$ cat src/hw/rtl/ubxfr_pkg.sv
// shared types and constants of the ubx frame receiver
// no dependencies
package ubxfr_pkg;

  localparam int unsigned MaxFrameBytesDef = 256;
  localparam int unsigned QueueDepthDef    = 4;
  localparam int unsigned HdrLen           = 6;
  localparam int unsigned Overhead         = 8;

  // frame phase codes
  localparam logic [2:0] PhHunt  = 3'd0;
  localparam logic [2:0] PhSync2 = 3'd1;
  localparam logic [2:0] PhClass = 3'd2;
  localparam logic [2:0] PhId    = 3'd3;
  localparam logic [2:0] PhLenLo = 3'd4;
  localparam logic [2:0] PhLenHi = 3'd5;
  localparam logic [2:0] PhBody  = 3'd6;

  // register indexes
  localparam logic [1:0] RegSyncFirst = 2'd0;
  localparam logic [1:0] RegSyncSecond = 2'd1;
  localparam logic [1:0] RegMaxTotal  = 2'd2;

  localparam logic [7:0] SyncFirstRst  = 8'hB5;
  localparam logic [7:0] SyncSecondRst = 8'h62;
  localparam logic [8:0] MaxTotalRst   = 9'd256;

  typedef struct packed {
    logic [7:0] sync_first;
    logic [7:0] sync_second;
    logic [8:0] max_total_length;
  } cfg_t;

  // one queue entry: either a whole header release or one body byte
  typedef struct packed {
    logic                    is_hdr;
    logic [HdrLen-1:0][7:0]  hdr;
    logic [7:0]              data;
    logic [7:0]              index;
    logic                    last;
    logic                    ok;
  } entry_t;

endpackage

$ cat src/hw/rtl/ubxfr_queue.sv
// small flop queue between the front and back parts
// depends on ubxfr_pkg
module ubxfr_queue #(
  parameter int unsigned Depth = ubxfr_pkg::QueueDepthDef
) (
  input  logic              clk_i,
  input  logic              rst_ni,
  input  logic              push_i,
  input  ubxfr_pkg::entry_t entry_i,
  output logic              full_o,
  input  logic              pop_i,
  output ubxfr_pkg::entry_t head_o,
  output logic              empty_o
);
  import ubxfr_pkg::*;

  localparam int unsigned PtrW = (Depth > 1) ? $clog2(Depth) : 1;
  localparam int unsigned CntW = $clog2(Depth + 1);

  entry_t           mem_q [Depth];
  logic [PtrW-1:0]  wr_q, wr_d, rd_q, rd_d;
  logic [CntW-1:0]  cnt_q, cnt_d;

  assign full_o  = (cnt_q == CntW'(Depth));
  assign empty_o = (cnt_q == '0);
  assign head_o  = mem_q[rd_q];

  always_comb begin
    wr_d  = wr_q;
    rd_d  = rd_q;
    cnt_d = cnt_q;
    if (push_i) begin
      wr_d = (wr_q == PtrW'(Depth - 1)) ? '0 : wr_q + PtrW'(1);
    end
    if (pop_i) begin
      rd_d = (rd_q == PtrW'(Depth - 1)) ? '0 : rd_q + PtrW'(1);
    end
    if (push_i && !pop_i) begin
      cnt_d = cnt_q + CntW'(1);
    end else if (pop_i && !push_i) begin
      cnt_d = cnt_q - CntW'(1);
    end
  end

  always_ff @(posedge clk_i or negedge rst_ni) begin
    if (!rst_ni) begin
      wr_q  <= '0;
      rd_q  <= '0;
      cnt_q <= '0;
    end else begin
      wr_q  <= wr_d;
      rd_q  <= rd_d;
      cnt_q <= cnt_d;
    end
  end

  always_ff @(posedge clk_i) begin
    if (push_i) begin
      mem_q[wr_q] <= entry_i;
    end
  end

endmodule

$ cat src/hw/rtl/ubxfr_front.sv
// front part: sync hunt, header capture, length check, fletcher sums
// depends on ubxfr_pkg
module ubxfr_front #(
  parameter int unsigned MaxFrameBytes = ubxfr_pkg::MaxFrameBytesDef
) (
  input  logic              clk_i,
  input  logic              rst_ni,
  input  logic              in_valid_i,
  output logic              in_stall_o,
  input  logic [7:0]        rx_byte_i,
  input  ubxfr_pkg::cfg_t   cfg_i,
  output logic              push_o,
  output ubxfr_pkg::entry_t entry_o,
  input  logic              full_i
);
  import ubxfr_pkg::*;

  localparam int unsigned RemW = $clog2(MaxFrameBytes);

  logic [2:0]         phase_q, phase_d;
  logic [7:0]         hdr_q [HdrLen];
  logic [RemW-1:0]    rem_q, rem_d;
  logic [7:0]         pos_q, pos_d;
  logic [7:0]         sum_a_q, sum_a_d, sum_b_q, sum_b_d;
  logic [7:0]         chk_a_q, chk_a_d;
  logic [7:0]         add_a, add_b;
  logic               acc;
  logic [16:0]        total, lim_cfg, lim;
  logic [15:0]        payload;

  assign in_stall_o = full_i;
  assign acc        = in_valid_i && !full_i;

  assign add_a   = sum_a_q + rx_byte_i;
  assign add_b   = sum_b_q + add_a;
  assign payload = {rx_byte_i, hdr_q[4]};
  assign total   = {1'b0, payload} + 17'(Overhead);
  assign lim_cfg = {8'd0, cfg_i.max_total_length};
  assign lim     = (lim_cfg > 17'(MaxFrameBytes)) ? 17'(MaxFrameBytes) : lim_cfg;

  always_comb begin
    phase_d = phase_q;
    rem_d   = rem_q;
    pos_d   = pos_q;
    sum_a_d = sum_a_q;
    sum_b_d = sum_b_q;
    chk_a_d = chk_a_q;
    push_o  = 1'b0;
    entry_o = '0;
    entry_o.data  = rx_byte_i;
    entry_o.index = pos_q;
    for (int k = 0; k < HdrLen - 1; k++) begin
      entry_o.hdr[k] = hdr_q[k];
    end
    entry_o.hdr[HdrLen-1] = rx_byte_i;
    if (acc) begin
      case (phase_q)
        PhSync2: begin
          phase_d = (rx_byte_i == cfg_i.sync_second) ? PhClass : PhHunt;
        end
        PhClass: begin
          sum_a_d = rx_byte_i;
          sum_b_d = rx_byte_i;
          phase_d = PhId;
        end
        PhId: begin
          sum_a_d = add_a;
          sum_b_d = add_b;
          phase_d = PhLenLo;
        end
        PhLenLo: begin
          sum_a_d = add_a;
          sum_b_d = add_b;
          phase_d = PhLenHi;
        end
        PhLenHi: begin
          if (total > lim) begin
            phase_d = PhHunt;
          end else begin
            sum_a_d        = add_a;
            sum_b_d        = add_b;
            push_o         = 1'b1;
            entry_o.is_hdr = 1'b1;
            rem_d          = RemW'(payload + 16'd2);
            pos_d          = 8'(HdrLen);
            phase_d        = PhBody;
          end
        end
        PhBody: begin
          push_o = 1'b1;
          if (rem_q > RemW'(2)) begin
            sum_a_d = add_a;
            sum_b_d = add_b;
            rem_d   = rem_q - RemW'(1);
            pos_d   = pos_q + 8'd1;
          end else if (rem_q == RemW'(2)) begin
            chk_a_d = rx_byte_i;
            rem_d   = rem_q - RemW'(1);
            pos_d   = pos_q + 8'd1;
          end else begin
            entry_o.last = 1'b1;
            entry_o.ok   = (chk_a_q == sum_a_q) && (rx_byte_i == sum_b_q);
            rem_d        = '0;
            pos_d        = '0;
            phase_d      = PhHunt;
          end
        end
        default: begin
          phase_d = (rx_byte_i == cfg_i.sync_first) ? PhSync2 : PhHunt;
        end
      endcase
    end
  end

  always_ff @(posedge clk_i or negedge rst_ni) begin
    if (!rst_ni) begin
      phase_q <= PhHunt;
      rem_q   <= '0;
      pos_q   <= '0;
      sum_a_q <= '0;
      sum_b_q <= '0;
      chk_a_q <= '0;
    end else begin
      phase_q <= phase_d;
      rem_q   <= rem_d;
      pos_q   <= pos_d;
      sum_a_q <= sum_a_d;
      sum_b_q <= sum_b_d;
      chk_a_q <= chk_a_d;
    end
  end

  // header bytes, captured by phase
  always_ff @(posedge clk_i) begin
    if (acc) begin
      case (phase_q)
        PhSync2: hdr_q[1] <= rx_byte_i;
        PhClass: hdr_q[2] <= rx_byte_i;
        PhId:    hdr_q[3] <= rx_byte_i;
        PhLenLo: hdr_q[4] <= rx_byte_i;
        PhLenHi: hdr_q[5] <= rx_byte_i;
        PhBody:  ;
        default: hdr_q[0] <= rx_byte_i;
      endcase
    end
  end

endmodule

$ cat src/hw/rtl/ubxfr_back.sv
// back part: unrolls header entries into six items, drives the output register
// depends on ubxfr_pkg
module ubxfr_back (
  input  logic              clk_i,
  input  logic              rst_ni,
  input  ubxfr_pkg::entry_t head_i,
  input  logic              empty_i,
  output logic              pop_o,
  output logic              out_valid_o,
  input  logic              out_stall_i,
  output logic [7:0]        frame_byte_o,
  output logic [7:0]        byte_index_o,
  output logic              is_last_o,
  output logic              checksum_ok_o
);
  import ubxfr_pkg::*;

  localparam int unsigned HdrCntW = $clog2(HdrLen);

  logic               valid_q, valid_d;
  logic [7:0]         byte_q, byte_d, idx_q, idx_d;
  logic               last_q, last_d, ok_q, ok_d;
  logic [HdrCntW-1:0] hcnt_q, hcnt_d;
  logic               load;

  assign load = !valid_q || !out_stall_i;

  always_comb begin
    valid_d = valid_q;
    byte_d  = byte_q;
    idx_d   = idx_q;
    last_d  = last_q;
    ok_d    = ok_q;
    hcnt_d  = hcnt_q;
    pop_o   = 1'b0;
    if (load) begin
      valid_d = !empty_i;
      if (!empty_i) begin
        if (head_i.is_hdr) begin
          byte_d = head_i.hdr[hcnt_q];
          idx_d  = 8'(hcnt_q);
          last_d = 1'b0;
          ok_d   = 1'b0;
          if (hcnt_q == HdrCntW'(HdrLen - 1)) begin
            hcnt_d = '0;
            pop_o  = 1'b1;
          end else begin
            hcnt_d = hcnt_q + HdrCntW'(1);
          end
        end else begin
          byte_d = head_i.data;
          idx_d  = head_i.index;
          last_d = head_i.last;
          ok_d   = head_i.ok;
          pop_o  = 1'b1;
        end
      end
    end
  end

  always_ff @(posedge clk_i or negedge rst_ni) begin
    if (!rst_ni) begin
      valid_q <= 1'b0;
      hcnt_q  <= '0;
    end else begin
      valid_q <= valid_d;
      hcnt_q  <= hcnt_d;
    end
  end

  always_ff @(posedge clk_i) begin
    byte_q <= byte_d;
    idx_q  <= idx_d;
    last_q <= last_d;
    ok_q   <= ok_d;
  end

  assign out_valid_o   = valid_q;
  assign frame_byte_o  = byte_q;
  assign byte_index_o  = idx_q;
  assign is_last_o     = last_q;
  assign checksum_ok_o = ok_q;

endmodule

$ cat src/hw/rtl/ubx_frame_receiver_unit.sv
// top level of the ubx frame receiver: apb registers, front, queue, back
// depends on ubxfr_pkg, ubxfr_front, ubxfr_queue, ubxfr_back
//
// Takes one received serial byte per item and hunts for the two sync bytes
// (registers sync_first and sync_second, reset 0xB5 and 0x62). A byte after
// sync 1 that is not sync 2 drops both. Class, id and a little-endian 16-bit
// payload length follow; a frame whose payload plus 8 exceeds the smaller of
// max_total_length and MaxFrameBytes is dropped silently. An accepted frame
// comes out as one item per byte: the six header bytes all at once when the
// second length byte arrives, then every payload and checksum byte as it
// arrives, with byte_index counting from sync 1 (modulo 256) and is_last on
// the second checksum byte, where checksum_ok carries the Fletcher-8 result
// over class..payload. An input byte is taken whenever the QueueDepth-entry
// queue between the front (phase machine and sums) and the back (output
// register) has room, so bytes may arrive back to back. While the output is
// not stalled, the back gives one item per cycle: a body byte passes through
// the queue and then the output register, and a header release occupies the
// output for six items. With body bytes arriving back to back and the output
// never stalled, the queue fills during a header release and the input
// stalls when QueueDepth is below seven; after that body bytes flow at one
// per cycle. Registers sit at byte addresses 0, 4 and 8, should be written
// only while the block is idle (the block itself does not enforce this) and
// need no clearing pass after reset.
module ubx_frame_receiver_unit #(
  parameter int unsigned MaxFrameBytes = ubxfr_pkg::MaxFrameBytesDef,
  parameter int unsigned QueueDepth    = ubxfr_pkg::QueueDepthDef
) (
  input  logic        clk_i,
  input  logic        rst_ni,
  // input item channel
  input  logic        in_valid_i,
  output logic        in_stall_o,
  input  logic [7:0]  rx_byte_i,
  // result item channel
  output logic        out_valid_o,
  input  logic        out_stall_i,
  output logic [7:0]  frame_byte_o,
  output logic [7:0]  byte_index_o,
  output logic        is_last_o,
  output logic        checksum_ok_o,
  // register port
  input  logic        psel,
  input  logic        penable,
  input  logic        pwrite,
  input  logic [3:0]  paddr,
  input  logic [31:0] pwdata,
  output logic [31:0] prdata,
  output logic        pready
);
  import ubxfr_pkg::*;

  cfg_t       cfg_q;
  logic       cfg_wr;
  logic [1:0] reg_idx;
  logic       push, pop, full, empty;
  entry_t     entry, head;

  // register file: index from the word address, low address bits ignored
  assign pready  = 1'b1;
  assign reg_idx = paddr[3:2];
  assign cfg_wr  = psel && penable && pwrite;

  always_ff @(posedge clk_i or negedge rst_ni) begin
    if (!rst_ni) begin
      cfg_q.sync_first       <= SyncFirstRst;
      cfg_q.sync_second      <= SyncSecondRst;
      cfg_q.max_total_length <= MaxTotalRst;
    end else if (cfg_wr) begin
      case (reg_idx)
        RegSyncFirst:  cfg_q.sync_first       <= pwdata[7:0];
        RegSyncSecond: cfg_q.sync_second      <= pwdata[7:0];
        RegMaxTotal:   cfg_q.max_total_length <= pwdata[8:0];
        default:       ;
      endcase
    end
  end

  always_comb begin
    case (reg_idx)
      RegSyncFirst:  prdata = {24'd0, cfg_q.sync_first};
      RegSyncSecond: prdata = {24'd0, cfg_q.sync_second};
      RegMaxTotal:   prdata = {23'd0, cfg_q.max_total_length};
      default:       prdata = '0;
    endcase
  end

  // front: phase machine, header capture, length check, running sums
  ubxfr_front #(
    .MaxFrameBytes(MaxFrameBytes)
  ) u_front (
    .clk_i     (clk_i),
    .rst_ni    (rst_ni),
    .in_valid_i(in_valid_i),
    .in_stall_o(in_stall_o),
    .rx_byte_i (rx_byte_i),
    .cfg_i     (cfg_q),
    .push_o    (push),
    .entry_o   (entry),
    .full_i    (full)
  );

  // decoupling queue, stalls the input only when full
  ubxfr_queue #(
    .Depth(QueueDepth)
  ) u_queue (
    .clk_i  (clk_i),
    .rst_ni (rst_ni),
    .push_i (push),
    .entry_i(entry),
    .full_o (full),
    .pop_i  (pop),
    .head_o (head),
    .empty_o(empty)
  );

  // back: one item per cycle into the output register while it is not stalled
  ubxfr_back u_back (
    .clk_i        (clk_i),
    .rst_ni       (rst_ni),
    .head_i       (head),
    .empty_i      (empty),
    .pop_o        (pop),
    .out_valid_o  (out_valid_o),
    .out_stall_i  (out_stall_i),
    .frame_byte_o (frame_byte_o),
    .byte_index_o (byte_index_o),
    .is_last_o    (is_last_o),
    .checksum_ok_o(checksum_ok_o)
  );

endmodule

$ cat config.mk
export PLATFORM = sky130hd
export DESIGN_NAME = ubx_frame_receiver_unit
export DESIGN_NICKNAME = d
export VERILOG_FILES = /design/src/hw/rtl/ubxfr_pkg.sv /design/src/hw/rtl/ubxfr_queue.sv /design/src/hw/rtl/ubxfr_front.sv /design/src/hw/rtl/ubxfr_back.sv /design/src/hw/rtl/ubx_frame_receiver_unit.sv
export SDC_FILE = /design/constraint.sdc
export NUM_CORES = 1
export LEC_CHECK = 0
export ABC_AREA = 1
export BUFFER_PORTS_ARGS = -buffer_cell sky130_fd_sc_hd__buf_2
export CORE_ASPECT_RATIO = 1.5
export CORE_MARGIN = 10
export CORE_UTILIZATION = 45
export CTS_CLUSTER_DIAMETER = 80
export DETAILED_ROUTE_END_ITERATION = 10
export MAX_ROUTING_LAYER = met4
export PLACE_DENSITY_LB_ADDON = 0.12
export RECOVER_POWER = 100
export SETUP_SLACK_MARGIN = 0.2
export SYNTH_ARGS = -nofsm -noshare
export SYNTH_HDL_FRONTEND = slang
export SYNTH_SLANG_ARGS = --single-unit
export TNS_END_PERCENT = 5
$ cat constraint.sdc
create_clock -name clk_i -period 5.6 [get_ports clk_i]
set_input_delay 0.56 -clock clk_i [delete_from_list [all_inputs] [get_ports clk_i]]
set_output_delay 0.56 -clock clk_i [all_outputs]
set_load 0.05 [all_outputs]
# ---- Word-level counts from Yosys, hierarchy flattened
# Memories as Yosys holds them, arrays and structs flattened.
# Cells that the tools add are included.
dict set report word_totals {
  register_bits 97
  mem_count 2
  wordCells 172
  ramBits 316
  output_inout_bits 53
}
dict set report classes {
  n_eq_ne 21
  n_lt_le_gt_ge 4
  mux 79
  n_bitwise 2
  addsub 11
  n_reduce_logical 34
}
# memory depth width read_ports rd_ports_with_merged_regs wr line
set memory_table {}
lappend memory_table {u_queue.mem_q 4 67 1 0 1 ubxfr_queue.sv:20} ;# entry_t mem_q [Depth];
lappend memory_table {u_front.hdr_q 6 8 5 0 1 ubxfr_front.sv:21} ;# logic [7:0] hdr_q [HdrLen];
# operator count
set op_table {}
lappend op_table {{two-way mux 8 bit} 17}
lappend op_table {{one-hot mux 8 bit (4 select lines)} 2}
lappend op_table {{OR reduction 8 bit} 5}
lappend op_table {{two-way mux 3 bit} 12}
lappend op_table {{two-way mux 1 bit} 34}
lappend op_table {{equality test 8 bit} 4}
lappend op_table {{one-hot mux 8 bit (2 select lines)} 2}
lappend op_table {{one-hot mux 9 bit (3 select lines)} 1}
lappend op_table {{binary-select mux 8 bit (select 3 bit)} 1}
lappend op_table {{one-hot mux 3 bit (6 select lines)} 1}
lappend op_table {{adder 16 x 4 -> 17 bit (second input constant)} 1}
lappend op_table {{> comparator 17 bit} 1}
lappend op_table {{adder 8 bit} 2}
lappend op_table {{equality test 3 bit (second input constant)} 5}
lappend op_table {{two-way mux 2 bit} 7}
lappend op_table {{> comparator 9 bit (second input constant)} 1}
lappend op_table {{two-way mux 9 bit} 1}
lappend op_table {{AND reduction 3 bit} 3}
lappend op_table {{adder 8 x 1 -> 8 bit (second input constant)} 1}
lappend op_table {{adder 8 x 2 -> 8 bit (second input constant)} 1}
lappend op_table {{equality test 8 x 2 -> 1 bit (second input constant)} 1}
lappend op_table {{> comparator 8 x 2 -> 1 bit (second input constant)} 1}
lappend op_table {{AND reduction 2 bit} 4}
lappend op_table {{AND reduction 4 bit} 2}
lappend op_table {{22 further kinds} 41}

# ---- Logic depth before layout (Yosys ltp)
# Gate-level depths: netlist of run 1.
dict set report depth {
  word_depth 11
  depth_mapped 25
}

# ---- Cells and area by module
# A second synthesis of run 1 with hierarchy kept.
dict set report unflattened {
  cells_unflattened 1829
  area_unflattened_um2 19506.2
}
# mod cells_each n_inst area_each_um2
set modules_own_cells {}
lappend modules_own_cells {ubxfr_queue 833 1 11404.7}
lappend modules_own_cells {ubxfr_front 610 1 5271.3}
lappend modules_own_cells {ubxfr_back 208 1 1462.7}
lappend modules_own_cells {ubx_frame_receiver_unit 178 1 1367.6}

# ---- Worst setup path before layout of run 1
# Ideal clock, no wire load.
dict set report synth_path {
  path_type {reg2reg}
  start {memory u_front.hdr_q[4][5], in the netlist u_front.hdr_q[0][37]}
  end {memory u_queue.mem_q[0][0] (netlist bit), enable pin}
  path_buffers 1
  arrival_time_ps 3770
  path_stages_with_launch 15
  period_less_slack_ps 4199
  path_slack_ps 1401
  path_cell_list {edfxtp_1 > nand2_1 > nor2_1 > nand3_1 > xor2_1 > ha_1 > inv_1 > a211oi_1 > o311ai_1 > nor2_2 > nand3_2 > nand2_4 > nand2_4 > buf_6 > nor2_2}
}
# item line
set synth_rtl {}
lappend synth_rtl {{start: declaration} ubxfr_front.sv:21}
lappend synth_rtl {{end: declaration} ubxfr_queue.sv:20}

# ---- Worst setup path after layout of run 1
dict set report layout_path {
  start {input port rx_byte_i[0]}
  end {memory u_queue.mem_q[3][9] (netlist bit), enable pin}
}
dict set report layout_via {
  elab_chain_cells 7
}
# item line
set layout_lines {}
lappend layout_lines {{start: declaration} ubx_frame_receiver_unit.sv:33} ;# input logic [7:0] rx_byte_i,
lappend layout_lines {{adder 16 x 4 -> 17 bit} ubxfr_front.sv:37} ;# assign total = {1'b0, payload} + 17'(Overhead);
lappend layout_lines {{> comparator 17 bit} ubxfr_front.sv:77} ;# if (total > lim) begin
lappend layout_lines {{two-way mux 1 bit} ubxfr_front.sv:77}
lappend layout_lines {{one-hot mux 1 bit (2 select lines)} ubxfr_front.sv:57} ;# case (phase_q)
lappend layout_lines {{two-way mux 1 bit} ubxfr_front.sv:56} ;# if (acc) begin
lappend layout_lines {{two-way mux 1 bit} ubxfr_queue.sv:58} ;# if (push_i) begin
lappend layout_lines {{two-way mux 1 bit (not written as such)} ubxfr_queue.sv:59} ;# mem_q[wr_q] <= entry_i;
# Every way passes these cells.

==> results.toml, run 1 <==
[run_status]
run_status = "finished, violations left"
violations = "capacitance limit, slew limit"

[critical_path]
r2r_slack_ps = 1060
critPathTopFamily = "buffers and inverters"
crit_path_top_delay_cell = "clkbuf_1"
cp_cell_sequence = "clkbuf_1 -> inv_1 -> xor2_1 -> ha_1 -> inv_1 -> a211oi_1 -> o311ai_0 -> nor2_2 -> nand3_1 -> nand2_4 -> nand2_4 -> nor2_4 -> clkbuf_2"
worstPathArrival_ps = 4860
cp-start-kind = "primary input"
critical_path.max_stage_delay_ps = 880
end_kind = "register"
path_buf_inv = 4
path_class = "primary input to register"
critPathRequiredTime_ps = 5760
worstPathMaxFanout = 23
r2r_cells = 8
path_depth = 13

[routing]
dr.pass1.iters = 5
vias = 11012
drc_errors = 0
drtAntennaViolNets = 0
wl_um = 40800
drt_iter0_markers = 669
post_drt_wl_per_cell_um = 20.0
vias_per_cell = 5.40

[cells_and_area]
nets = 1620
insertedDiodeCount = 0
drive_gt1_share_pct = 7.13
utilization_pct = 49.8
syn_to_final_growth_pct = 9.79

[yosys]
synth.distinct_cells = 53
syn_area_per_cell_um2 = 11.2
ys_seq_area_share_pct = 64.9
synth_edf_count = 294
yosysMostFrequentCell = "edfxtp_1"
synth_commonest_cells = "edfxtp_1 (294), nand2_1 (264), nor2_1 (163)"
synth_top_area_share_pct = 53.0
synthArstFlopShare_pct = 21.2
synthFlopType = "edfxtp_1"
synth_area_leader_cell = "edfxtp_1"
synthesis.area_um2 = 16700
yosys_warnings = 0
ys_ff_latch = 373
synth_top_cells_by_area = "edfxtp_1 (53%), dfrtp_1 (11%), nand2_1 (5.9%)"
syn_inst = 1493

[timing]
finalCritPeriodShare_pct = 84.0
slew_violations = 165
relSlewSlack_pct = -78.8
final-hold-violation-count = 0
grt_setup_unrepaired = "false"
skew_ps = 21.3
fin_crit_ps = 4710
tightest_slew_ps = 2680
finalSetupViolCount = 0
tns_ps = 0
fmax_mhz = 213

[grt]
grt_first_pass_wirelength_um = 63100
grt_max_degree = 87
grtUsageTotal_pct = 18.2
antenna_found_initial = 0
grt-ovfl-total = 0
grt_pass1_vias = 10956

[clock_tree]
tritoncts = "built"
cts.sinks = 373
cts_resized = 0
cts_max_level = 2
numCtsBuffers = 36
cts_buffer_depth = 3
cts_setup_buffers = 0
postCtsHoldBufs = 0
clkLatencyLatePin_ps = 530
root_buffer = "clkbuf_16"
clk_pin_slew_worst_paths_ps = 60

[floorplanning]
coreArea_um2 = 36700
fp-row-count = 86
die_w_um = 177
io_pins = 104
die-area_um2 = 45300
initial_core_util_pct = 45.4
die_h_um = 256

[job]
drv_cap = 4

[power]
power_density_nw_per_um2 = 474
vdd_drop_max_mv = 0.317
p_leak_uw = 0.00706

[placement]
globalplace.congestion = 0.812
dpl.hpwl_um = 25000
port_buffers = 54

[min_path]
holdPathStages = 3
hold_path_class = "primary input to register"
[layout by cell type, fill, tap and decap left out, types with 3 or more instances in the layout]
master	count
a21oi_1	24
a22o_1	7
buf_2	16
buf_4	6
clkbuf_1	46
clkbuf_16	37
clkinv_1	8
clkinv_2	4
conb_1	24
dfrtp_1	69
dfstp_2	9
edfxtp_1	294
fa_1	3
ha_1	34
inv_1	80
inv_6	5
mux2_2	6
nand2_1	265
nand3_1	73
nand4_1	33
nor2_1	166
nor3_1	8
nor4_1	7
o211ai_1	3
o21ai_0	163
o22ai_1	66
o31ai_1	3
xnor2_1	21
xor2_1	35
[where the power goes]
group          internal [µW]  switching [µW]  total [µW]  leakage, µW
Clock                   1340            1050        2390     0.000552
Combinational            788            1960        2750      0.00287
Sequential              3290             252        3540      0.00364
[metrics by stage]
stage | setup WS [ps] | total power (µW) | hold WS (ps) | instances | instance area, µm²
after floorplan | 1400 | 5560 | 264 | 1515 | 16700
after global placement | 1360 | 6360 | 470 | 1978 | 17300
after detailed placement | 1300 | 6400 | 480 | 1978 | 17300
after CTS | 1500 | 8780 | 15.8 | 2040 | 18500
after global routing | 600 | 9190 | 264 | 2040 | 18300
final | 895 | 8670 | 248 | 2040 | 18300
[logic make-up after synthesis]
kind of cell | after synthesis | share of synthesized area [%]
flip-flops | 373 | 64.9
multiplexers | 6 | 0.406
buffers and inverters | 178 | 4.93
AND/OR/NAND/NOR | 565 | 14.5
XOR/XNOR | 56 | 2.94
other | 2 | 0.0451
adder cells (fa/ha/maj) | 37 | 2.91
AO/OA/AOI/OAI | 276 | 9.31
[area by class of cell]
cell class                      instances  area [µm²]
Inverter                               88         334
Multi-Input combinational cell        964        5050
Tap cell                              484         606
Sequential cell                       373       10800
Clock buffer                           43         968
Fill cell                            3372       18400
Timing Repair Buffer                   69         343
Clock inverter                         19         168
[routing by layer]
layer,part of all wire [%],global-route usage (%),wire length [µm]
met5,0,-,0
met4,2.6,5.57,1070
met3,3.4,2.10,1400
met2,52,31.8,21300
met1,42,21.5,17100
[flip-flops by register name, indices dropped and copies added (netlist names), 2 cells and up]
register,flops
u_front.sum_a_q,8
u_queue.wr_q,2
u_front.rem_q,8
u_front.phase_q,3
u_front.sum_b_q,8
u_queue.rd_q,2
u_queue.cnt_q,3
cfg_q,25
u_back.hcnt_q,3
u_queue.mem_q,236
u_front.hdr_q,40
u_back.byte_index_o,8
u_front.pos_q,8
u_front.chk_a_q,8
u_back.frame_byte_o,8
[tightest hold or removal path, stage by stage]
cell and delay (ps):
buf_2 90, nand2_1 50, nand2_1 50
[worst paths after layout]
check / start / endpoint
setup / recovery: rx_byte_i[0] / u_queue.mem_q[3][9]$_DFFE_PP_
hold / removal: out_stall_i / u_back.out_valid_o$_DFFE_PN0P_
setup reg to reg: u_front.phase_q[0]$_DFFE_PN0P_ / u_front.hdr_q[0][5]$_DFFE_PP_
hold reg to reg: u_queue.cnt_q[2]$_DFFE_PN0P_ / u_back.out_valid_o$_DFFE_PN0P_
max in group asynchronous: rst_ni / u_queue.rd_q[1]$_DFFE_PN0P_
min in group asynchronous: rst_ni / u_front.sum_b_q[0]$_DFFE_PN0P_
(Power assumes the default switching activity.)
==> run 2: changes to the inputs <==
Settings changed: ABC_AREA 1 to 0.
Clock period 5.6 ns to 4.4 ns, I/O delays scaled along.
==> run 2 against run 1 <==
Effect of this change: critical path type is now register to register; design area shrank 0.26%; clock skew fell by 3.0 ps; sequential share of layout area rose by 0.17 points; global-route usage fell by 2.1 points; critical path depth increased by 3; sequential power rose by 40%; core utilization up 1.1 points; the flow still finishes with violations (capacitance limit, slew limit); clock power up 30%; highest routed layer unchanged; cell count fell by 21%; largest power group unchanged; area after synthesis shrank 2.4%; clock-buffer cell count is 2 higher.
==> results.toml, run 2 <==
[yosys]
syn_inst = 1021
yosysMostFrequentCell = "edfxtp_1"
synth_area_leader_cell = "edfxtp_1"
syn_area_per_cell_um2 = 15.9
ys_seq_area_share_pct = 66.6
ys_ff_latch = 373
synthArstFlopShare_pct = 21.2
synth_top_area_share_pct = 54.3
synthFlopType = "edfxtp_1"
synth_commonest_cells = "edfxtp_1 (294), dfrtp_1 (70), mux4_2 (67)"
synth_top_cells_by_area = "edfxtp_1 (54%), dfrtp_1 (11%), mux4_2 (9.3%)"
synth_edf_count = 294
synth.distinct_cells = 61
yosys_warnings = 0
synthesis.area_um2 = 16300

[grt]
grtUsageTotal_pct = 16.1
grt_max_degree = 61
grt_pass1_vias = 9231
antenna_found_initial = 0
grt-ovfl-total = 0
grt_first_pass_wirelength_um = 53500

[run_status]
violations = "capacitance limit, slew limit"
run_status = "finished, violations left"

[cells_and_area]
largest_reg_flops = 236
top_regs = "u_queue.mem_q: 236 flops, u_front.hdr_q: 40 flops, cfg_q: 25 flops"
drive_gt1_share_pct = 19.6
largest_register = "u_queue.mem_q"
syn_to_final_growth_pct = 12.3
fill_cells = 3085
insertedDiodeCount = 0
nets = 1187
finalNonFillerCells = 1604
mostFrequentLayoutCell = "edfxtp_1"
final_cell_mix = "edfxtp_1 (294), dfrtp_1 (68), mux4_2 (67), o21ai_0 (62)"

[timing]
final-hold-violation-count = 0
finalCritPeriodShare_pct = 91.4
tightest_slew_ps = 3340
finalSetupViolCount = 0
relSlewSlack_pct = -123
skew_ps = 18.4
grt_setup_unrepaired = "false"
fin_crit_ps = 4020
fmax_mhz = 249
fin_hold_ws_ps = 145
slew_violations = 138

[placement]
globalplace.congestion = 0.828
place_inst = 1535
port_buffers = 54
dpl.hpwl_um = 22700

[clock_tree]
cts_max_level = 2
numCtsBuffers = 35
tritoncts = "built"
cts.sinks = 373
clkLatencyLatePin_ps = 530
root_buffer = "clkbuf_16"
cts_buffer_depth = 3
postCtsHoldBufs = 0
clk_pin_slew_worst_paths_ps = 60

[min_path]
holdPathStages = 3
hold_path_class = "primary input to register"
min_to = "u_back.out_valid_o$_DFFE_PN0P_"
min_from = "out_stall_i"

[critical_path]
critical_path.max_stage_delay_ps = 560
cp-start-kind = "register"
crit_path_top_delay_cell = "or4_1"
crit_top_cell = "xor2_1"
cp_cell_sequence = "ha_1 -> and3_4 -> xor2_1 -> ha_1 -> a211o_1 -> nor3_1 -> a211oi_1 -> or4_1 -> a21o_1 -> inv_2 -> ha_2 -> inv_1 -> fa_1 -> xor2_1 -> nor2_1 -> xor2_1"
path_class = "register to register"
r2r-start = "u_front.hdr_q[0][36]$_DFFE_PP_"
end_kind = "register"
rr_endpoint = "u_queue.cnt_q[2]$_DFFE_PN0P_"
worstPathMaxFanout = 9
r2r_cells = 16
worstPathArrival_ps = 4470
critPathRequiredTime_ps = 4850
r2r_slack_ps = 380

[routing]
wl_um = 34300
vias_per_cell = 5.36
post_drt_wl_per_cell_um = 21.4
drt_iter0_markers = 453
drc_errors = 0
vias = 8594
drtAntennaViolNets = 0
dr.pass1.iters = 4

[floorplanning]
die_h_um = 253
io_pins = 104
die_w_um = 175
initial_core_util_pct = 45.3
coreArea_um2 = 35800
fp-row-count = 85
die-area_um2 = 44300

[power]
vdd_drop_max_mv = 0.313
p_leak_uw = 0.00652
power_density_nw_per_um2 = 653
finalPower_uw = 11900

[job]
drv_cap = 4
-- run 2: cell types whose count changed after synthesis, sizes merged, moves of 23 or more --
cell	delta
nand2	-208
inv	-62
mux2	+35
o21ai	-100
nor2b	+23
nand3	-55
nand4	-25
nor2	-144
o22ai	-57
mux4	+67
-- run 2: worst max path at each step --
stage | from | to | slack, ps | cells after the start
after floorplan | u_front.hdr_q[0][35]$_DFFE_PP_ | u_queue.mem_q[1][0]$_DFFE_PP_ | -300 | 13
after global placement | u_front.hdr_q[0][35]$_DFFE_PP_ | u_queue.cnt_q[2]$_DFFE_PN0P_ | 410 | 16
after detailed placement | u_front.hdr_q[0][35]$_DFFE_PP_ | u_queue.cnt_q[2]$_DFFE_PN0P_ | 340 | 16
after CTS | u_front.hdr_q[0][35]$_DFFE_PP_ | u_queue.cnt_q[2]$_DFFE_PN0P_ | 320 | 16
after global routing | u_front.hdr_q[0][37]$_DFFE_PP_ | u_queue.mem_q[1][18]$_DFFE_PP_ | 140 | 12
final | u_front.hdr_q[0][36]$_DFFE_PP_ | u_queue.cnt_q[2]$_DFFE_PN0P_ | 380 | 16
-- run 2: area by class of cell --
type                    instances  area (µm²)  area share (%)
well taps                     478         598            3.28
multi-input cells             574        5040            27.6
clock buffers                  45         975            5.34
repair buffers                 91         494            2.71
inverters                      24        90.1           0.494
clock inverters                19         220            1.21
flip-flops and latches        373       10800            59.3
-- run 2: cell families (layout without fill, tap and decap cells) --
group	after synthesis	count (layout)	synth area share, %
muxes	126	126	13.2
adders and majority gates	37	37	2.99
AOI/OAI and AO/OA	136	136	4.95
and+or+nand+nor	193	193	6.04
xor gates and xnor gates	58	58	3.13
DFF	373	373	66.6
other	2	24	0.0462
buffers and inverters	96	179	3.05
-- run 2: power breakdown --
part           total [µW]  internal, µW  switching, µW
sequential           4950          4440            507
combinational        3870          1640           2220
clock                3110          1820           1290
-- run 2: per-stage QoR --
stage	worst slack [ps]	area [µm²]	setup TNS, ps	util, %
final	379	18200	0	50.9
after global routing	135	18200	0	50.9
after CTS	318	18400	0	51.3
after detailed placement	345	17200	0	48.0
after global placement	412	17200	0	48.0
after floorplan	-298	16300	-52680	-
-- run 2: timing repair --
item,4_1_cts,5_1_grt
hold endpoints to repair,0,0
setup endpoints to repair,0,2
resized for setup,0,2
buffers inserted,0,5
-- run 2: critical path: cells and delay by family (launching register included) --
family,cells,cell delay [ps]
DFF,1,500
AOI/OAI and AO/OA,3,660
and+or+nand+nor,4,1070
buffers and inverters,2,170
xor gates and xnor gates,3,470
adders and majority gates,4,1070
-- run 2: per-layer routing --
layer / GRT usage (%) / vias to the layer above / share of wire (%)
li1: - / 4021 / -
met1: 18.1 / 4336 / 39
met2: 29.0 / 178 / 54
met3: 2.06 / 59 / 3.8
met4: 5.51 / 0 / 2.9
met5: - / - / 0
